--- src/design/hexp_pkg.sv ---
// Types, character codes and decode helpers for the hex text parser
package hexp_pkg;

  localparam int CHAR_W   = 8;
  localparam int COUNT_W  = 16;
  localparam int NIBBLE_W = 4;
  localparam int TDATA_W  = 32;
  localparam int PAD_W    = TDATA_W - CHAR_W - 1 - COUNT_W;

  localparam logic [COUNT_W-1:0] MAX_BYTES_RST = 16'hFFFF;

  localparam logic [CHAR_W-1:0] CHAR_TAB   = 8'h09;
  localparam logic [CHAR_W-1:0] CHAR_CR    = 8'h0D;
  localparam logic [CHAR_W-1:0] CHAR_SPACE = 8'h20;
  localparam logic [CHAR_W-1:0] CHAR_COLON = 8'h3A;
  localparam logic [CHAR_W-1:0] CHAR_DASH  = 8'h2D;
  localparam logic [CHAR_W-1:0] CHAR_COMMA = 8'h2C;
  localparam logic [CHAR_W-1:0] CHAR_0     = 8'h30;
  localparam logic [CHAR_W-1:0] CHAR_9     = 8'h39;
  localparam logic [CHAR_W-1:0] CHAR_LA    = 8'h61;
  localparam logic [CHAR_W-1:0] CHAR_LF    = 8'h66;
  localparam logic [CHAR_W-1:0] CHAR_UA    = 8'h41;
  localparam logic [CHAR_W-1:0] CHAR_UF    = 8'h46;
  localparam logic [CHAR_W-1:0] DIGIT_TEN  = 8'd10;

  localparam logic KIND_BYTE   = 1'b0;
  localparam logic KIND_STATUS = 1'b1;

  typedef struct packed {
    logic [CHAR_W-1:0] char_code;
    logic              is_end;
  } item_t;

  typedef struct packed {
    logic               result_kind;
    logic [CHAR_W-1:0]  data_byte;
    logic               failed;
    logic [COUNT_W-1:0] byte_count;
  } result_t;

  // handshake from the core, seen by the input and output stages
  typedef struct packed {
    logic fire;
  } flow_t;

  function automatic logic is_blank(input logic [CHAR_W-1:0] ch);
    return ((ch >= CHAR_TAB) && (ch <= CHAR_CR)) || (ch == CHAR_SPACE);
  endfunction

  function automatic logic is_sep(input logic [CHAR_W-1:0] ch);
    return (ch == CHAR_COLON) || (ch == CHAR_DASH) || (ch == CHAR_COMMA);
  endfunction

  // bit 4 set means not a hex digit
  function automatic logic [NIBBLE_W:0] digit_value(input logic [CHAR_W-1:0] ch);
    logic [CHAR_W-1:0] v;
    v = '0;
    if ((ch >= CHAR_0) && (ch <= CHAR_9)) begin
      v = ch - CHAR_0;
      return {1'b0, v[NIBBLE_W-1:0]};
    end else if ((ch >= CHAR_LA) && (ch <= CHAR_LF)) begin
      v = ch - CHAR_LA + DIGIT_TEN;
      return {1'b0, v[NIBBLE_W-1:0]};
    end else if ((ch >= CHAR_UA) && (ch <= CHAR_UF)) begin
      v = ch - CHAR_UA + DIGIT_TEN;
      return {1'b0, v[NIBBLE_W-1:0]};
    end
    return {1'b1, {NIBBLE_W{1'b0}}};
  endfunction

endpackage

--- src/design/hexp_in_stage.sv ---
// Input register: holds one accepted character item until the core takes it
module hexp_in_stage (
  input  logic                       clk,
  input  logic                       rst_n,
  input  logic                       in_tvalid,
  output logic                       in_tready,
  input  logic [hexp_pkg::CHAR_W-1:0] in_tdata,
  input  logic                       in_tlast,
  input  logic                       take,
  output logic                       item_valid,
  output hexp_pkg::item_t            item
);

  logic            valid_r;
  logic            valid_nxt;
  hexp_pkg::item_t item_r;
  hexp_pkg::item_t item_nxt;
  logic            accept;

  assign in_tready = !valid_r || take;
  assign accept    = in_tvalid && in_tready;

  always_comb begin
    valid_nxt = valid_r;
    item_nxt  = item_r;
    if (accept) begin
      valid_nxt          = 1'b1;
      item_nxt.char_code = in_tdata;
      item_nxt.is_end    = in_tlast;
    end else if (take) begin
      valid_nxt = 1'b0;
    end
  end

  always_ff @(posedge clk) begin
    if (!rst_n) begin
      valid_r <= 1'b0;
    end else begin
      valid_r <= valid_nxt;
    end
  end

  always_ff @(posedge clk) begin
    item_r <= item_nxt;
  end

  assign item_valid = valid_r;
  assign item       = item_r;

endmodule

--- src/design/hexp_core.sv ---
// Parse state, byte limit register and per-character decode
module hexp_core (
  input  logic                          clk,
  input  logic                          rst_n,
  input  logic                          cfg_wr_en,
  input  logic [hexp_pkg::COUNT_W-1:0]  cfg_wr_data,
  input  logic                          item_valid,
  input  hexp_pkg::item_t               item,
  input  logic                          out_space,
  output hexp_pkg::flow_t               flow,
  output logic                          res_valid,
  output hexp_pkg::result_t             res
);

  logic [hexp_pkg::COUNT_W-1:0]  max_bytes_r;
  logic [hexp_pkg::COUNT_W-1:0]  max_bytes_nxt;
  logic                          awaiting_low_r;
  logic                          awaiting_low_nxt;
  logic [hexp_pkg::NIBBLE_W-1:0] held_r;
  logic [hexp_pkg::NIBBLE_W-1:0] held_nxt;
  logic [hexp_pkg::COUNT_W-1:0]  bytes_done_r;
  logic [hexp_pkg::COUNT_W-1:0]  bytes_done_nxt;
  logic                          error_r;
  logic                          error_nxt;
  logic                          fire;
  logic                          blank;
  logic                          sep;
  logic [hexp_pkg::NIBBLE_W:0]   dv;
  logic                          bad;

  assign fire       = item_valid && out_space;
  assign flow.fire  = fire;
  assign blank      = hexp_pkg::is_blank(item.char_code);
  assign sep        = hexp_pkg::is_sep(item.char_code);
  assign dv         = hexp_pkg::digit_value(item.char_code);
  assign bad        = error_r || awaiting_low_r;

  assign max_bytes_nxt = cfg_wr_en ? cfg_wr_data : max_bytes_r;

  always_comb begin
    awaiting_low_nxt = awaiting_low_r;
    held_nxt         = held_r;
    bytes_done_nxt   = bytes_done_r;
    error_nxt        = error_r;
    res_valid        = 1'b0;
    res              = '0;
    if (fire) begin
      if (item.is_end) begin
        res_valid        = 1'b1;
        res.result_kind  = hexp_pkg::KIND_STATUS;
        res.failed       = bad;
        res.byte_count   = bad ? '0 : bytes_done_r;
        awaiting_low_nxt = 1'b0;
        held_nxt         = '0;
        bytes_done_nxt   = '0;
        error_nxt        = 1'b0;
      end else if (!error_r) begin
        if (!awaiting_low_r) begin
          if (!(blank || sep)) begin
            if (dv[hexp_pkg::NIBBLE_W]) begin
              error_nxt = 1'b1;
            end else begin
              held_nxt         = dv[hexp_pkg::NIBBLE_W-1:0];
              awaiting_low_nxt = 1'b1;
            end
          end
        end else if (!blank) begin
          awaiting_low_nxt = 1'b0;
          if (dv[hexp_pkg::NIBBLE_W] || (bytes_done_r >= max_bytes_r)) begin
            error_nxt = 1'b1;
          end else begin
            bytes_done_nxt  = bytes_done_r + 1'b1;
            res_valid       = 1'b1;
            res.result_kind = hexp_pkg::KIND_BYTE;
            res.data_byte   = {held_r, dv[hexp_pkg::NIBBLE_W-1:0]};
          end
        end
      end
    end
  end

  always_ff @(posedge clk) begin
    if (!rst_n) begin
      max_bytes_r    <= hexp_pkg::MAX_BYTES_RST;
      awaiting_low_r <= 1'b0;
      held_r         <= '0;
      bytes_done_r   <= '0;
      error_r        <= 1'b0;
    end else begin
      max_bytes_r    <= max_bytes_nxt;
      awaiting_low_r <= awaiting_low_nxt;
      held_r         <= held_nxt;
      bytes_done_r   <= bytes_done_nxt;
      error_r        <= error_nxt;
    end
  end

endmodule

--- src/design/hexp_out_stage.sv ---
// Result register driving the output stream
module hexp_out_stage (
  input  logic                          clk,
  input  logic                          rst_n,
  input  hexp_pkg::flow_t               flow,
  input  logic                          res_valid,
  input  hexp_pkg::result_t             res,
  output logic                          space,
  output logic                          out_tvalid,
  input  logic                          out_tready,
  output logic [hexp_pkg::TDATA_W-1:0]  out_tdata,
  output logic                          out_tuser
);

  logic              valid_r;
  logic              valid_nxt;
  hexp_pkg::result_t res_r;
  hexp_pkg::result_t res_nxt;
  logic              load;

  assign space = !valid_r || out_tready;
  assign load  = flow.fire && res_valid;

  always_comb begin
    valid_nxt = valid_r;
    res_nxt   = res_r;
    if (load) begin
      valid_nxt = 1'b1;
      res_nxt   = res;
    end else if (out_tready) begin
      valid_nxt = 1'b0;
    end
  end

  always_ff @(posedge clk) begin
    if (!rst_n) begin
      valid_r <= 1'b0;
    end else begin
      valid_r <= valid_nxt;
    end
  end

  always_ff @(posedge clk) begin
    res_r <= res_nxt;
  end

  assign out_tvalid = valid_r;
  assign out_tuser  = res_r.result_kind;
  assign out_tdata  = {{hexp_pkg::PAD_W{1'b0}}, res_r.byte_count, res_r.failed,
                       res_r.data_byte};

endmodule

--- src/design/hex_text_to_bytes_parser.sv ---
// Top level of the hex text to bytes parser
//
// Input stream: one ASCII character per item in in_tdata, in_tlast high marks
// the terminator item (its character is ignored). Output stream: one decoded
// byte per completed hex pair (out_tuser 0), and one status item per
// terminator (out_tuser 1) carrying the failed flag and the byte count.
// Configuration: cfg_wr_data is written to the byte limit when cfg_wr_en is
// high; write it only while the block is idle. The limit resets to 65535.
// Path: an item accepted into the input register is decoded into the result
// register once the result register has space, and its result is taken from
// there. Throughput is one item per cycle while the receiver does not stall,
// set by the single decode step between the two registers.
// Items that give no result (skipped characters, the high nibble, errors)
// still need space in the result register to pass, but do not touch the output.
// Reset clears the parse state and the valid flags of both registers; a
// terminator also clears the parse state. On a receiver stall the result
// register holds; the input register fills if empty, then in_tready drops.
module hex_text_to_bytes_parser (
  input  logic                          clk,
  input  logic                          rst_n,
  input  logic                          in_tvalid,
  output logic                          in_tready,
  input  logic [hexp_pkg::CHAR_W-1:0]   in_tdata,   // [7:0] char_code
  input  logic                          in_tlast,   // is_end
  output logic                          out_tvalid,
  input  logic                          out_tready,
  // [7:0] data_byte, [8] failed, [24:9] byte_count, [31:25] zero
  output logic [hexp_pkg::TDATA_W-1:0]  out_tdata,
  output logic                          out_tuser,  // result_kind
  input  logic                          cfg_wr_en,
  input  logic [hexp_pkg::COUNT_W-1:0]  cfg_wr_data
);

  logic              item_valid;
  hexp_pkg::item_t   item;
  hexp_pkg::flow_t   flow;
  logic              res_valid;
  hexp_pkg::result_t res;
  logic              space;

  hexp_in_stage u_in (
    .clk        (clk),
    .rst_n      (rst_n),
    .in_tvalid  (in_tvalid),
    .in_tready  (in_tready),
    .in_tdata   (in_tdata),
    .in_tlast   (in_tlast),
    .take       (flow.fire),
    .item_valid (item_valid),
    .item       (item)
  );

  hexp_core u_core (
    .clk         (clk),
    .rst_n       (rst_n),
    .cfg_wr_en   (cfg_wr_en),
    .cfg_wr_data (cfg_wr_data),
    .item_valid  (item_valid),
    .item        (item),
    .out_space   (space),
    .flow        (flow),
    .res_valid   (res_valid),
    .res         (res)
  );

  hexp_out_stage u_out (
    .clk        (clk),
    .rst_n      (rst_n),
    .flow       (flow),
    .res_valid  (res_valid),
    .res        (res),
    .space      (space),
    .out_tvalid (out_tvalid),
    .out_tready (out_tready),
    .out_tdata  (out_tdata),
    .out_tuser  (out_tuser)
  );

endmodule

--- config.mk ---
export PLATFORM = sky130hd
export DESIGN_NAME = hex_text_to_bytes_parser
export DESIGN_NICKNAME = d
export VERILOG_FILES = /design/src/design/hexp_pkg.sv /design/src/design/hexp_in_stage.sv /design/src/design/hexp_core.sv /design/src/design/hexp_out_stage.sv /design/src/design/hex_text_to_bytes_parser.sv
export SDC_FILE = /design/constraint.sdc
export NUM_CORES = 1
export LEC_CHECK = 0
export ABC_AREA = 1
export BUFFER_PORTS_ARGS = -buffer_cell sky130_fd_sc_hd__buf_2
export CORE_UTILIZATION = 25
export DETAILED_ROUTE_END_ITERATION = 8
export HOLD_SLACK_MARGIN = 0.03
export PLACE_DENSITY = 0.43
export SLEW_MARGIN = 40
export SYNTH_ARGS = -nofsm -noshare
export SYNTH_HDL_FRONTEND = slang
export SYNTH_HIERARCHICAL = 1
export SYNTH_SLANG_ARGS = --single-unit
--- constraint.sdc ---
create_clock -name clk -period 3.6 [get_ports clk]
set_input_delay 0.72 -clock clk [delete_from_list [all_inputs] [get_ports clk]]
set_output_delay 0.72 -clock clk [all_outputs]
set_load 0.02 [all_outputs]
==> out/metrics.cfg <==
[status]
status=finished clean

[synth]
syn_area_um2=4040
ys_warn_count=6
syn_inst=511
synthDistinctLibCells=31
synth_edf_count=35
async_flop_share=0
avgSynthCellArea_um2=7.91
yosysSeqAreaShare=0.458
synth-seq-cells=75
synth_flop_cell=dfxtp_1

[detailed_routing]
dr.first_iter.drc_count=180
wl_met2_um=3980
routed_via_density=4.26
drt-total-wl_um=9630
top_layer_used=met4
vias=3354
drcViolationCount=0
wl_per_cell_um=12.2
ant_nets=0
first_pass_iters=5
met1_length_um=4950
met3_length_um=549

[setup_path]
critPathArrivalTime_ps=2370
cpPeakStageDelay_ps=430
startpoint_type=register
cp_common_cell=nand2_1
cp.required_ps=3610
reg2reg_setup_slack_ps=1240
crit_start=u_in/item[2]$_DFFE_PP_
cp-end-kind=register
critPathMaxFanout=26
slowest_stage=edfxtp_1
path_cells=inv_1, ha_1, nor2_1, nand2_1, nand3_4, nand2_2, nand2_2, nor2_4, nand3_4, nand2_1, nand2_1, inv_1, buf_4
reg2reg_from=u_in/item[2]$_DFFE_PP_
timing.rr.end=u_out/out_tdata[19]$_DFFE_PP_
critical_path_class=reg2reg
reg2reg_depth=13

[cts]
cts_tree=yes
postCtsHoldBufs=0
clk_pin_slew_ps=60
cts_max_level=3
ctsResizeCount=0
clock-root-buffer=clkbuf_16
post-cts-setup-buffers=0
cts_made_buffers=9
clk_path_buf_depth=2
clock_sinks=75
clkLatencyLatePin_ps=340

[flow_run]
drv_cap=0

[timing]
clock.fmax_mhz=424
worst_pin_slew_ps=663
finalCriticalPeriod_ps=2360
fin_setup_tns_ps=0
clock_skew_ps=5.47
rsz0062_at_grt=no
finalMaxSlewViolations=0
setup_violations=0
slew_headroom=0.558
hold_viol=0
period_share=0.655
hold-worst-slack_ps=455

[finish]
mostFrequentLayoutCells=nand2_1 (109), inv_1 (66), nor2_1 (63), buf_2 (58), a21oi_1 (41)
mostFrequentLayoutCell=nand2_1
num-nets-final=618
n_antenna_cell=0
fill_cells=1715
drive_gt1_frac=0.173
areaGrowthSynthToFinish_pct=20.1

[die]
initial_core_util=0.255
core_area_um2=15800
fp.dieH_um=129
die-area_um2=16700
num_rows=46
dieWidth_um=129
io_pins=65

[grt]
grt_start_max_net_pins=36
antenna_found_initial=0
grt_pass1_vias=3069
grt_pass1_wl_um=15500
grt_usage=0.121
grt_overflow=0

[place]
place_congestion=0.812
port_buffers=57
hpwl_um=7190

[hold_path]
hold_depth=2
hold_start=u_core/max_bytes_r[0]$_SDFFE_PN1P_
hp-class=reg2reg
hold-path-endpoint=u_core/max_bytes_r[0]$_SDFFE_PN1P_

[power_and_ir_drop]
switchingPower_uw=517
p_sw_frac=0.237
power_density_nw_per_um2=450
pwr-share-seq=0.435
p_int_uw=1670
p_comb_frac=0.092
ir_drop_mv=0.202
pwr-share-clk=0.473
p_leak_uw=0.00227

## synth_stat cells (all sizes together) (4+ instances only)
cell type | number | share of area
a21oi | 43 | 0.055
buf | 14 | 0.026
clkbuf | 10 | 0.0093
dfxtp | 40 | 0.20
edfxtp | 35 | 0.26
ha | 22 | 0.068
inv | 68 | 0.063
nand2 | 114 | 0.11
nand3 | 31 | 0.053
nand4 | 5 | 0.0077
nor2 | 66 | 0.067
nor3 | 25 | 0.031
o21ai | 26 | 0.032
xor2 | 4 | 0.0087
## worst max path at each step
stage	to	cells after the start
6_report	u_out/out_tdata[19]$_DFFE_PP_	13
4_1_cts	u_out/out_tdata[20]$_DFFE_PP_	13
3_5_place_dp	u_out/out_tdata[19]$_DFFE_PP_	12
3_3_place_gp	u_out/out_tdata[19]$_DFFE_PP_	12
5_1_grt	u_out/out_tdata[6]$_DFFE_PP_	13
2_1_floorplan	u_out/out_tdata[0]$_DFFE_PP_	13
## sequential cells by signal, summed over array words and instances, names as in the netlist
register / cells
u_out/out_tdata: 25
u_core/bytes_done_r: 16
u_core/max_bytes_r: 16
u_in/item: 9
u_core/held_r: 4
u_core/awaiting_low_r: 1
u_core/error_r: 1
u_in/item_valid: 1
u_out/out_tuser: 1
u_out/out_tvalid: 1
## metrics by stage
step	setup slack, ps	util	power (µW)	std cells	cell area, µm²
finish	1240	0.307	2190	787	4860
global route	1010	0.307	2280	787	4860
CTS	1210	0.307	2210	787	4860
detailed placement	1200	0.285	1170	771	4510
global placement	1240	0.285	1170	770	4510
floorplan	1000	-	1110	517	4070
## area by class of cell
type,count,area [µm²],share of cell area
Timing Repair Buffer,62,320,0.0660
Sequential cell,75,1850,0.381
Tap cell,216,270,0.0557
Clock inverter,7,116,0.0240
Clock buffer,9,225,0.0464
Inverter,69,259,0.0533
Multi-Input combinational cell,349,1810,0.373
## logic make-up after synthesis
family	after synthesis	share of synthesized area
fa+ha+maj	22	0.0681
other cells	1	0.000928
flops	75	0.458
simple gates	243	0.271
buf+inv	93	0.0990
xor+xnor	4	0.00867
compound gates	73	0.0941
## power by group through the flow
stage               logic [µW]  clock network (µW)  registers [µW]
finish                     200                1030             952
global route               231                1100             956
CTS                        202                1060             951
detailed placement         201                   0             970
global placement           197                   0             969
floorplan                  151                   0             963
## critical path: cells and delay by family, from the launching register on
family,cells,cell delay (ps)
fa+ha+maj,1,210
buf+inv,3,520
flops,1,430
simple gates,9,870
## layer usage
metal | GRT usage | up-vias
li1 | - | 1754
met1 | 0.173 | 1503
met2 | 0.175 | 87
met3 | 0.0281 | 10
met4 | 0.0498 | 0
met5 | 0 | -
(Power assumes the default switching activity.)
